===== src/sftp_pkg.sv =====
// ----------------------------------------------------------------------------
// sftp_pkg
// Shared types and defaults for the signed fraction text parser.
// ----------------------------------------------------------------------------
`default_nettype none

package sftp_pkg;

   localparam int MAG_BITS_DEF = 31;
   localparam int OUT_MAG_W    = 31;
   localparam int CHAR_W       = 8;
   localparam int RSP_DATA_W   = 72;

   typedef struct packed {
      logic                 overflow;
      logic                 denom_zero;
      logic [OUT_MAG_W-1:0] denominator;
      logic [OUT_MAG_W-1:0] numerator;
      logic                 negative;
      logic                 format_ok;
   } rsp_type;

endpackage

`default_nettype wire


===== src/sftp_parse_core.sv =====
// ----------------------------------------------------------------------------
// sftp_parse_core
// Per-character line state: format check, sign parity and the two
// saturating decimal accumulators, plus the result formed from that state.
// ----------------------------------------------------------------------------
`default_nettype none

module sftp_parse_core
   import sftp_pkg::*;
#(
   parameter int MAG_BITS = MAG_BITS_DEF
) (
   input  wire logic              clock,
   input  wire logic              reset,
   input  wire logic              take,
   input  wire logic [CHAR_W-1:0] char_code,
   input  wire logic              is_end,
   output rsp_type                result
);

   typedef enum logic [1:0] {
      KIND_START = 2'd0,
      KIND_DIGIT = 2'd1,
      KIND_SLASH = 2'd2,
      KIND_MINUS = 2'd3
   } kind_type;

   localparam logic [CHAR_W-1:0] CHAR_SPACE = 8'h20;
   localparam logic [CHAR_W-1:0] CHAR_MINUS = 8'h2D;
   localparam logic [CHAR_W-1:0] CHAR_SLASH = 8'h2F;
   localparam logic [CHAR_W-1:0] CHAR_ZERO  = 8'h30;
   localparam logic [CHAR_W-1:0] CHAR_NINE  = 8'h39;

   localparam int ACC_W = MAG_BITS + 4;
   localparam int EXT_W = (MAG_BITS > OUT_MAG_W) ? MAG_BITS : OUT_MAG_W;
   localparam logic [ACC_W-1:0] MAG_MAX = {4'b0, {MAG_BITS{1'b1}}};
   localparam logic [MAG_BITS-1:0] DEN_RESET = MAG_BITS'(1);

   logic                leading_done_ff, leading_done_in;
   logic                pending_space_ff, pending_space_in;
   kind_type            prev_kind_ff, prev_kind_in;
   logic                slash_seen_ff, slash_seen_in;
   logic                bad_format_ff, bad_format_in;
   logic                minus_parity_ff, minus_parity_in;
   logic [MAG_BITS-1:0] num_acc_ff, num_acc_in;
   logic [MAG_BITS-1:0] den_acc_ff, den_acc_in;
   logic                overflow_ff, overflow_in;

   logic [3:0]          digit;
   logic                is_digit;
   logic [ACC_W-1:0]    acc_ext;
   logic [ACC_W-1:0]    acc_sum;
   logic                acc_sat;
   logic [MAG_BITS-1:0] acc_next;
   logic [EXT_W-1:0]    num_ext;
   logic [EXT_W-1:0]    den_ext;

   // shared times-ten accumulate for whichever magnitude is active
   always_comb begin
      digit      = 4'(char_code - CHAR_ZERO);
      is_digit   = char_code inside {[CHAR_ZERO:CHAR_NINE]};
      acc_ext    = ACC_W'(slash_seen_ff ? den_acc_ff : num_acc_ff);
      acc_sum    = (acc_ext << 3) + (acc_ext << 1) + ACC_W'(digit);
      acc_sat    = acc_sum > MAG_MAX;
      acc_next   = acc_sat ? {MAG_BITS{1'b1}} : acc_sum[MAG_BITS-1:0];
   end

   always_comb begin
      leading_done_in  = leading_done_ff;
      pending_space_in = pending_space_ff;
      prev_kind_in     = prev_kind_ff;
      slash_seen_in    = slash_seen_ff;
      bad_format_in    = bad_format_ff;
      minus_parity_in  = minus_parity_ff;
      num_acc_in       = num_acc_ff;
      den_acc_in       = den_acc_ff;
      overflow_in      = overflow_ff;
      if (take) begin
         if (is_end) begin
            leading_done_in  = 1'b0;
            pending_space_in = 1'b0;
            prev_kind_in     = KIND_START;
            slash_seen_in    = 1'b0;
            bad_format_in    = 1'b0;
            minus_parity_in  = 1'b0;
            num_acc_in       = '0;
            den_acc_in       = DEN_RESET;
            overflow_in      = 1'b0;
         end else if (!bad_format_ff) begin
            if (char_code == CHAR_SPACE) begin
               if (leading_done_ff && prev_kind_ff != KIND_SLASH) begin
                  pending_space_in = 1'b1;
               end
            end else begin
               leading_done_in = 1'b1;
               if (char_code == CHAR_SLASH) begin
                  if (slash_seen_ff) begin
                     bad_format_in = 1'b1;
                  end else begin
                     pending_space_in = 1'b0;
                     slash_seen_in    = 1'b1;
                     den_acc_in       = '0;
                     prev_kind_in     = KIND_SLASH;
                  end
               end else if (pending_space_ff) begin
                  bad_format_in = 1'b1;
               end else if (is_digit) begin
                  if (slash_seen_ff) begin
                     den_acc_in = acc_next;
                  end else begin
                     num_acc_in = acc_next;
                  end
                  if (acc_sat) begin
                     overflow_in = 1'b1;
                  end
                  prev_kind_in = KIND_DIGIT;
               end else if (char_code == CHAR_MINUS && prev_kind_ff != KIND_DIGIT) begin
                  minus_parity_in = !minus_parity_ff;
                  prev_kind_in    = KIND_MINUS;
               end else begin
                  bad_format_in = 1'b1;
               end
            end
         end
      end
   end

   always_ff @(posedge clock) begin
      if (reset) begin
         leading_done_ff  <= 1'b0;
         pending_space_ff <= 1'b0;
         prev_kind_ff     <= KIND_START;
         slash_seen_ff    <= 1'b0;
         bad_format_ff    <= 1'b0;
         minus_parity_ff  <= 1'b0;
         num_acc_ff       <= '0;
         den_acc_ff       <= DEN_RESET;
         overflow_ff      <= 1'b0;
      end else begin
         leading_done_ff  <= leading_done_in;
         pending_space_ff <= pending_space_in;
         prev_kind_ff     <= prev_kind_in;
         slash_seen_ff    <= slash_seen_in;
         bad_format_ff    <= bad_format_in;
         minus_parity_ff  <= minus_parity_in;
         num_acc_ff       <= num_acc_in;
         den_acc_ff       <= den_acc_in;
         overflow_ff      <= overflow_in;
      end
   end

   always_comb begin
      num_ext = EXT_W'(num_acc_ff);
      den_ext = EXT_W'(den_acc_ff);
      result  = '0;
      if (!bad_format_ff) begin
         result.format_ok   = 1'b1;
         result.negative    = minus_parity_ff;
         result.numerator   = num_ext[OUT_MAG_W-1:0];
         result.denominator = den_ext[OUT_MAG_W-1:0];
         result.denom_zero  = (den_acc_ff == '0);
         result.overflow    = overflow_ff;
      end
   end

   a_end_clears: assert property (@(posedge clock) disable iff (reset)
      take && is_end |=> !slash_seen_ff && !bad_format_ff && !overflow_ff
                         && num_acc_ff == '0 && den_acc_ff == DEN_RESET)
      else $error("line state not cleared after end beat");

   a_no_slash_den_one: assert property (@(posedge clock) disable iff (reset)
      !slash_seen_ff |-> den_acc_ff == DEN_RESET)
      else $error("denominator changed without a slash");

   a_slash_kind: assert property (@(posedge clock) disable iff (reset)
      prev_kind_ff == KIND_SLASH |-> slash_seen_ff)
      else $error("slash kind without slash seen");

   a_space_needs_lead: assert property (@(posedge clock) disable iff (reset)
      pending_space_ff |-> leading_done_ff)
      else $error("pending space before any text");

   a_bad_holds: assert property (@(posedge clock) disable iff (reset)
      bad_format_ff && !(take && is_end) |=> bad_format_ff && $stable(num_acc_ff))
      else $error("state moved after a format error");

endmodule

`default_nettype wire


===== src/signed_fraction_text_parser_top.sv =====
// ----------------------------------------------------------------------------
// signed_fraction_text_parser_top
// Parses a text line, one character per beat, into a signed fraction.
//
//   channel | dir | handshake          | payload
//   req_    | in  | tvalid/tready      | tdata = char_code, tlast = is_end
//   rsp_    | out | tvalid/tready      | tdata = result fields, one per line
//
// One character per cycle unless a line end stalls; an accepted beat waits in the input register until applied.
// The result of a line is registered at the same edge its tlast beat applies.
// Characters keep flowing while a result waits; only a second line end stalls
// until the held result is taken. Reset is synchronous; it clears the valid flags and the core line state.
// ----------------------------------------------------------------------------
`default_nettype none

module signed_fraction_text_parser_top
   import sftp_pkg::*;
#(
   parameter int MAG_BITS = MAG_BITS_DEF
) (
   input  wire logic                  clock,
   input  wire logic                  reset,
   input  wire logic                  req_tvalid,
   output logic                       req_tready,
   input  wire logic [CHAR_W-1:0]     req_tdata,   // [7:0] char_code
   input  wire logic                  req_tlast,
   output logic                       rsp_tvalid,
   input  wire logic                  rsp_tready,
   output logic [RSP_DATA_W-1:0]      rsp_tdata    // [0] format_ok, [1] negative,
                                                   // [32:2] numerator,
                                                   // [63:33] denominator,
                                                   // [64] denom_zero, [65] overflow
);

   logic              in_valid_ff, in_valid_in;
   logic [CHAR_W-1:0] in_char_ff;
   logic              in_last_ff;
   logic              rsp_valid_ff, rsp_valid_in;
   rsp_type           rsp_data_ff;
   rsp_type           core_result;
   logic              apply;
   logic              req_take;

   assign apply      = in_valid_ff && (!in_last_ff || !rsp_valid_ff || rsp_tready);
   assign req_tready = !in_valid_ff || apply;
   assign req_take   = req_tvalid && req_tready;

   always_comb begin
      in_valid_in = in_valid_ff;
      if (req_take) begin
         in_valid_in = 1'b1;
      end else if (apply) begin
         in_valid_in = 1'b0;
      end
      rsp_valid_in = rsp_valid_ff;
      if (apply && in_last_ff) begin
         rsp_valid_in = 1'b1;
      end else if (rsp_tready) begin
         rsp_valid_in = 1'b0;
      end
   end

   always_ff @(posedge clock) begin
      if (reset) begin
         in_valid_ff  <= 1'b0;
         rsp_valid_ff <= 1'b0;
      end else begin
         in_valid_ff  <= in_valid_in;
         rsp_valid_ff <= rsp_valid_in;
      end
      if (req_take) begin
         in_char_ff <= req_tdata;
         in_last_ff <= req_tlast;
      end
      if (apply && in_last_ff) begin
         rsp_data_ff <= core_result;
      end
   end

   sftp_parse_core #(
      .MAG_BITS (MAG_BITS)
   ) u_core (
      .clock     (clock),
      .reset     (reset),
      .take      (apply),
      .char_code (in_char_ff),
      .is_end    (in_last_ff),
      .result    (core_result)
   );

   assign rsp_tvalid = rsp_valid_ff;
   assign rsp_tdata  = {6'b0,
                        rsp_data_ff.overflow,
                        rsp_data_ff.denom_zero,
                        rsp_data_ff.denominator,
                        rsp_data_ff.numerator,
                        rsp_data_ff.negative,
                        rsp_data_ff.format_ok};

endmodule

`default_nettype wire

===== config.mk =====
export PLATFORM = sky130hd
export DESIGN_NAME = signed_fraction_text_parser_top
export DESIGN_NICKNAME = d
export VERILOG_FILES = /design/src/sftp_pkg.sv /design/src/sftp_parse_core.sv /design/src/signed_fraction_text_parser_top.sv
export SDC_FILE = /design/constraint.sdc
export NUM_CORES = 1
export LEC_CHECK = 0
export ABC_AREA = 1
export BUFFER_PORTS_ARGS = -buffer_cell sky130_fd_sc_hd__buf_2
export CAP_MARGIN = 20
export CORE_UTILIZATION = 45
export CTS_BUF_LIST = sky130_fd_sc_hd__clkbuf_8
export CTS_CLUSTER_SIZE = 8
export DETAILED_ROUTE_END_ITERATION = 8
export PLACE_DENSITY_LB_ADDON = 0.08
export SLEW_MARGIN = 20
export SYNTH_ARGS = -nofsm -noshare
export SYNTH_HDL_FRONTEND = slang
export SYNTH_SLANG_ARGS = --single-unit
export TNS_END_PERCENT = 5

===== constraint.sdc =====
create_clock -name clock -period 3.8 [get_ports clock]
set_input_delay 0.38 -clock clock [delete_from_list [all_inputs] [get_ports clock]]
set_output_delay 0.38 -clock clock [all_outputs]
set_load 0.05 [all_outputs]

==> flow_metrics.env, run 1 <==
export IMPL_cp_end_kind="flip-flop"
export IMPL_cts_tree="built"
export IMPL_hold_class="input port to flip-flop"
export IMPL_max_freq_ghz=0.286
export IMPL_ios=87
export IMPL_synth_top_area_cell="edfxtp_1"
export IMPL_ir_drop_mv=0.168
export IMPL_synth_cells=1181
export IMPL_area_growth_pct=11.9
export IMPL_switching_power_mw=0.851
export IMPL_hpwl_um=16700
export IMPL_clock_sinks=147
export IMPL_drt_first_iter_violations=519
export IMPL_ant_nets=0
export IMPL_drt_vias_per_instance=4.89
export IMPL_crit_path_start_kind="flip-flop"
export IMPL_worstPathCellList="o21ai_0 -> fa_1 -> fa_1 -> inv_1 -> nand2_1 -> nand3_1 -> nand2_1 -> nand2_2 -> nand2_2 -> nand3_1 -> nand2_2 -> nor2_8 -> buf_12 -> nand3_1 -> o21ai_1 -> nand2_1"
export IMPL_crit_slowest_cell="fa_1"
export IMPL_ys_warn_count=0
export IMPL_dieArea_um2=20800
export IMPL_leakage_nw=4.87
export IMPL_grt_usage_pct=22.3
export IMPL_cts_root_buf="clkbuf_8"
export IMPL_power_frac_clock_pct=38.7
export IMPL_synth_main_ff_cell="edfxtp_1"
export IMPL_yosysMostFrequentCell="nand2_1"
export IMPL_max_cap_viol_count=0
export IMPL_clock_path_buffers=2
export IMPL_gp_congestion=0.870
export IMPL_worst_pin_slew_ns=0.970
export IMPL_p_per_area_nw_per_um2=309
export IMPL_die_y_um=144
export IMPL_intPower_mw=2.29
export IMPL_critical_path_max_stage_delay_ns=0.56
export IMPL_yosys_area_top_type_share_pct=24.8
export IMPL_avgSynthCellArea_um2=7.70
export IMPL_pwr_share_seq_pct=54.2
export IMPL_drc_errors=0
export IMPL_grt_first_pass_wirelength_um=35200
export IMPL_slew_violations=0
export IMPL_r2r_end="u_core.den_acc_ff[0]"
export IMPL_firstDrtPassIters=5
export IMPL_first_global_vias=6552
export IMPL_regToRegStartpoint="u_core.slash_seen_ff"
export IMPL_comb_power_share_pct=7.1
export IMPL_via_count=7520
export IMPL_finalCritPeriodShare_pct=91.9
export IMPL_drive_gt1_share_pct=17.2
export IMPL_slew_headroom_pct=35.1
export IMPL_h_tree_depth=4
export IMPL_clk_pin_slew_ns=0.09
export IMPL_ys_seq_elements=147
export IMPL_grt_overflow=0
export IMPL_cts_made_buffers=17
export IMPL_critPathBufInv=2
export IMPL_status="finished clean"
export IMPL_nets=1335
export IMPL_synthTopCellsByCount="nand2_1, inv_1, nor2_1, edfxtp_1, dfxtp_1"
export IMPL_synth_edf_count=75
export IMPL_cp_top_family="adder cells"
export IMPL_finalPower_mw=3.14
export IMPL_clock_skew_ns=0.0130
export IMPL_ys_types=45
export IMPL_seqCellArea_um2=3700
export IMPL_die_width_um=144
export IMPL_wirelength_um=22600
export IMPL_fin_hold_ws_ns=0.0966
export IMPL_r2r_cells=16
export IMPL_design_area_um2=10200
export IMPL_postSynth_asyncResetShare_pct=0
export IMPL_diodes=0
export IMPL_swShare_pct=27.1
export IMPL_netlist_top_cells_area="edfxtp_1, dfxtp_1, nand2_1"
export IMPL_routedWlPerCell_um=14.7
export IMPL_finalSetupViolCount=0
export IMPL_fin_crit_ns=3.49
export IMPL_syn_area_um2=9090
export IMPL_clk_latency_ns=0.46
export IMPL_start_util_pct=46.2
export IMPL_multi_input_area_um2=4490
export IMPL_cp_depth=16
export IMPL_fp_coreArea_um2=19700
export IMPL_dpl_cell_area_um2=9750
export IMPL_grt_max_degree=68
export IMPL_ys_seq_area_share_pct=40.6
export IMPL_ff2ff_setup_slack_ns=0.31
export IMPL_portBuffers=80
export IMPL_path_class="flip-flop to flip-flop"
export IMPL_path_max_fanout=29
export IMPL_hold_violations=0
export IMPL_cp_startpoint="u_core.slash_seen_ff"
export IMPL_arrival_ns=3.85
export IMPL_antenna_found_initial=0
export IMPL_cp_required_ns=4.16
export IMPL_worstSetupEndpoint="u_core.den_acc_ff[0]"
export IMPL_rows=51
export IMPL_fillCellCount=2029
stage by stage:
stage	utilization, %	setup WS [ns]	setup TNS (ns)	cells
6_report	51.7	0.309	0	1537
5_1_grt	51.7	-0.000590	-0.000590	1537
4_1_cts	51.6	0.303	0	1536
3_5_place_dp	49.6	0.308	0	1504
3_3_place_gp	49.6	0.360	0	1504
2_1_floorplan	-	0.385	0	1186
routing by layer:
| metal | vias to the layer above | track usage, % | part of all wire, % |
|---|---|---|---|
| met4 | 0 | 5.49 | 0.99 |
| li1 | 3912 | - | - |
| met3 | 21 | 3.48 | 6.2 |
| met2 | 222 | 28.8 | 38 |
| met5 | - | 0 | 0 |
| met1 | 3365 | 36.9 | 55 |
area by class of cell:
| type | count | area share, % |
|---|---|---|
| inverter | 173 | 6.41 |
| tap | 265 | 3.26 |
| clock inverter | 14 | 1.39 |
| multi-input combinational | 820 | 44.2 |
| sequential | 147 | 36.4 |
| clock buffer | 18 | 2.44 |
| timing repair buffer | 100 | 5.98 |
state kept, by name, indices dropped and copies added, names as in the netlist, 2 cells and up:
| register | flops |
|---|---|
| u_core.num_acc_ff | 31 |
| in_char_ff | 8 |
| rsp_tdata | 66 |
| u_core.den_acc_ff | 31 |
| u_core.prev_kind_ff | 2 |
how the worst min path moves through the flow:
stage / start / to / cells past startpoint
after floorplan: u_core.overflow_ff / u_core.overflow_ff / 2
after global placement: u_core.pending_space_ff / u_core.pending_space_ff / 2
after detailed placement: u_core.pending_space_ff / u_core.pending_space_ff / 2
after CTS: req_tdata[3] / in_char_ff[3] / 1
after global routing: req_tdata[4] / in_char_ff[4] / 1
final: req_tdata[3] / in_char_ff[3] / 1
timing repair:
| action | 4_1_cts | 5_1_grt |
|---|---|---|
| gates resized for setup | 0 | 5 |
| setup buffers | 0 | 0 |
| setup endpoints to repair | 0 | 44 |
| hold buffers | 0 | 0 |
layout by cell type, fill, tap and decap left out, drive strengths merged:
cell type,synthesis,final
buf,26,99
o21bai,7,7
clkinv,0,4
o22ai,1,1
a221oi,1,1
xor2,6,6
nand3,52,52
bufinv,0,1
conb,1,6
a211oi,1,1
nor3b,1,1
fa,2,2
nand2,368,368
nand4,7,7
inv,173,181
nor4,9,9
or2,3,3
clkbuf,20,19
nand3b,3,3
a21boi,2,2
xnor2,12,12
o21a,1,1
a21o,1,1
a31oi,1,1
and2,2,2
ha,61,61
nor3,7,7
edfxtp,75,75
a21oi,98,98
dfxtp,72,72
clkinvlp,0,1
o21ai,45,45
nor2,123,123
logic make-up (layout without fill, tap and decap cells):
group,count (synthesis),in the layout,synth area share [%]
and+or+nand+nor,575,575,27.8
buffers and inverters,219,305,10.4
AOI/OAI and AO/OA,158,158,10.6
DFF,147,147,40.6
adders and majority gates,63,63,8.84
xor gates and xnor gates,18,18,1.73
other,1,6,0.0413
worst reg2reg max path, stage by stage (launching register included):
cell     delay (ns)
dfxtp_2        0.40
o21ai_0        0.48
fa_1           0.56
fa_1           0.49
inv_1          0.07
nand2_1        0.05
nand3_1        0.14
nand2_1        0.09
nand2_2        0.14
nand2_2        0.07
nand3_1        0.09
nand2_2        0.10
nor2_8         0.16
buf_12         0.24
nand3_1        0.14
o21ai_1        0.14
nand2_1        0.06
power by group through the flow:
stage	Sequential, mW	Combinational (mW)	Clock [mW]
final	1.70	0.224	1.22
after global placement	1.74	0.222	0
after CTS	1.70	0.223	1.23
after floorplan	1.79	0.119	0
after global routing	1.71	0.241	1.29
after detailed placement	1.74	0.222	0
Note: power is estimated with default switching activity, not from simulation.
==> run 2: changes to the inputs <==
CORE_MARGIN = 2   (was default)
PLACE_DENSITY = 0.61   (was default)
PLACE_DENSITY_LB_ADDON = default   (was 0.08)
==> run 2 against run 1 <==
Effect of this change: final area grew 0.17%; power increased by 2.4%; routed wire length down 3.1%; core utilization grew 0.089 points; critical path type unchanged; critical endpoint is now u_core.den_acc_ff[15].
==> flow_metrics.env, run 2 (synthesized netlist as in run 1, its figures left out) <==
export IMPL_status="finished clean"
export IMPL_postCtsSetupRepairBufs=0
export IMPL_hold_depth=1
export IMPL_area_growth_pct=12.1
export IMPL_h_tree_depth=4
export IMPL_finalSetupViolCount=0
export IMPL_power_frac_clock_pct=40.2
export IMPL_slew_violations=0
export IMPL_ctsResizeCount=0
export IMPL_finalCritPeriodShare_pct=91.3
export IMPL_wirelength_um=21900
export IMPL_clock_path_buffers=2
export IMPL_cp_common_cell="nand2_1"
export IMPL_gp_congestion=0.897
export IMPL_die_width_um=146
export IMPL_final_common_cell="nand2_1"
export IMPL_cp_end_kind="flip-flop"
export IMPL_grt_max_degree=68
export IMPL_nets=1336
export IMPL_pwr_share_seq_pct=52.9
export IMPL_grt_usage_pct=20.8
export IMPL_clock_skew_ns=0.0207
export IMPL_largest_reg_flops=66
export IMPL_hold_class="input port to flip-flop"
export IMPL_comb_power_share_pct=6.9
export IMPL_rsz0062_at_grt="false"
export IMPL_max_cap_viol_count=0
export IMPL_path_max_fanout=56
export IMPL_worstPathCellList="buf_12 -> o21ai_0 -> ha_1 -> ha_1 -> a21oi_1 -> nand2_1 -> nand2_1 -> nand2_1 -> a21oi_1 -> nand2_1 -> nand2_1 -> nand2_2 -> nor2_8 -> buf_12 -> nand3_2 -> nand2_1 -> a21oi_1"
export IMPL_hp_start="req_tdata[5]"
export IMPL_cts_tree="built"
export IMPL_ir_drop_mv=0.222
export IMPL_slew_headroom_pct=35.6
export IMPL_leakage_nw=4.87
export IMPL_arrival_ns=3.76
export IMPL_setup_tns_ns=0
export IMPL_switching_power_mw=0.865
export IMPL_drt_vias_per_instance=4.85
export IMPL_path_class="flip-flop to flip-flop"
export IMPL_rows=51
export IMPL_hold_violations=0
export IMPL_fp_coreArea_um2=19700
export IMPL_ios=87
export IMPL_grt_overflow=0
export IMPL_antenna_found_initial=0
export IMPL_critical_path_max_stage_delay_ns=0.46
export IMPL_fin_crit_ns=3.47
export IMPL_clk_pin_slew_ns=0.10
export IMPL_diodes=0
export IMPL_ant_nets=0
export IMPL_crit_path_start_kind="flip-flop"
export IMPL_via_count=7456
export IMPL_cts_hold_buf=0
export IMPL_cp_depth=17
export IMPL_regToRegStartpoint="u_core.slash_seen_ff"
export IMPL_clk_latency_ns=0.45
export IMPL_drive_gt1_share_pct=17.3
export IMPL_cts_made_buffers=17
export IMPL_clock_sinks=147
export IMPL_hpwl_um=16800
export IMPL_drc_errors=0
export IMPL_cts_root_buf="clkbuf_8"
export IMPL_p_per_area_nw_per_um2=316
export IMPL_grt_first_pass_wirelength_um=35300
export IMPL_r2r_end="u_core.den_acc_ff[15]"
export IMPL_mostFrequentLayoutCells="nand2_1, inv_1, nor2_1"
export IMPL_cp_required_ns=4.09
export IMPL_r2r_cells=17
export IMPL_dieArea_um2=21300
export IMPL_start_util_pct=46.2
export IMPL_first_global_vias=6732
export IMPL_worst_pin_slew_ns=0.963
export IMPL_max_freq_ghz=0.288
export IMPL_critPathBufInv=2
export IMPL_portBuffers=80
export IMPL_firstDrtPassIters=5
export IMPL_ff2ff_setup_slack_ns=0.33
export IMPL_finalPower_mw=3.22
export IMPL_drt_first_iter_violations=504
export IMPL_swShare_pct=26.9
export IMPL_routedWlPerCell_um=14.3
export IMPL_die_y_um=146
export IMPL_crit_slowest_cell="o21ai_0"
export IMPL_cp_top_family="compound AO/OA/AOI/OAI gates"
export IMPL_min_to="in_char_ff[5]"
export IMPL_intPower_mw=2.35
==> run 2: layer usage <==
| metal | vias up | track usage (%) | wire length, um |
|---|---|---|---|
| met2 | 196 | 28.2 | 8630 |
| met1 | 3334 | 33.9 | 11800 |
| li1 | 3914 | - | - |
| met5 | - | 0 | 0 |
| met3 | 12 | 3.50 | 1350 |
| met4 | 0 | 4.32 | 153 |
==> run 2: how the worst max path moves through the flow <==
| stage | slack (ns) | end | from |
|---|---|---|---|
| after global routing | 0.09 | u_core.den_acc_ff[11] | u_core.num_acc_ff[1] |
| after global placement | 0.43 | u_core.den_acc_ff[0] | u_core.slash_seen_ff |
| after detailed placement | 0.39 | u_core.den_acc_ff[15] | u_core.slash_seen_ff |
| final | 0.33 | u_core.den_acc_ff[15] | u_core.slash_seen_ff |
| after floorplan | 0.38 | u_core.num_acc_ff[0] | rsp_tvalid |
| after CTS | 0.39 | u_core.den_acc_ff[15] | u_core.slash_seen_ff |
==> run 2: power groups by stage <==
stage | clock network (mW) | logic, mW | registers [mW]
3_5_place_dp | 0 | 0.221 | 1.74
2_1_floorplan | 0 | 0.119 | 1.79
4_1_cts | 1.32 | 0.222 | 1.70
3_3_place_gp | 0 | 0.221 | 1.74
5_1_grt | 1.38 | 0.238 | 1.70
6_report | 1.29 | 0.221 | 1.70
==> run 2: worst register-to-register path: stages (launching register included) <==
cell and delay [ns]:
dfxtp_2 0.37, buf_12 0.19, o21ai_0 0.48, ha_1 0.34
ha_1 0.37, a21oi_1 0.29, nand2_1 0.11, nand2_1 0.07
nand2_1 0.08, a21oi_1 0.19, nand2_1 0.08, nand2_1 0.07
nand2_2 0.08, nor2_8 0.16, buf_12 0.18, nand3_2 0.10
nand2_1 0.08, a21oi_1 0.07
==> run 2: area by class of cell <==
type,instances,area [um^2]
fill,1931,9470
multi-input combinational,820,4480
sequential,147,3700
inverter,173,652
timing repair buffer,101,608
tap,265,332
clock buffer,17,234
clock inverter,15,184
==> run 2: metrics by stage <==
| stage | setup WS [ns] | instance area [um^2] | hold WS [ns] | std cells | util, % |
|---|---|---|---|---|---|
| floorplan | 0.385 | 9110 | 0.436 | 1186 | - |
| CTS | 0.385 | 10200 | 0.0620 | 1538 | 51.8 |
| finish | 0.331 | 10200 | 0.0925 | 1538 | 51.8 |
| global route | 0.0903 | 10200 | 0.0645 | 1538 | 51.8 |
| detailed placement | 0.389 | 9770 | 0.459 | 1506 | 49.7 |
| global placement | 0.433 | 9770 | 0.457 | 1506 | 49.7 |
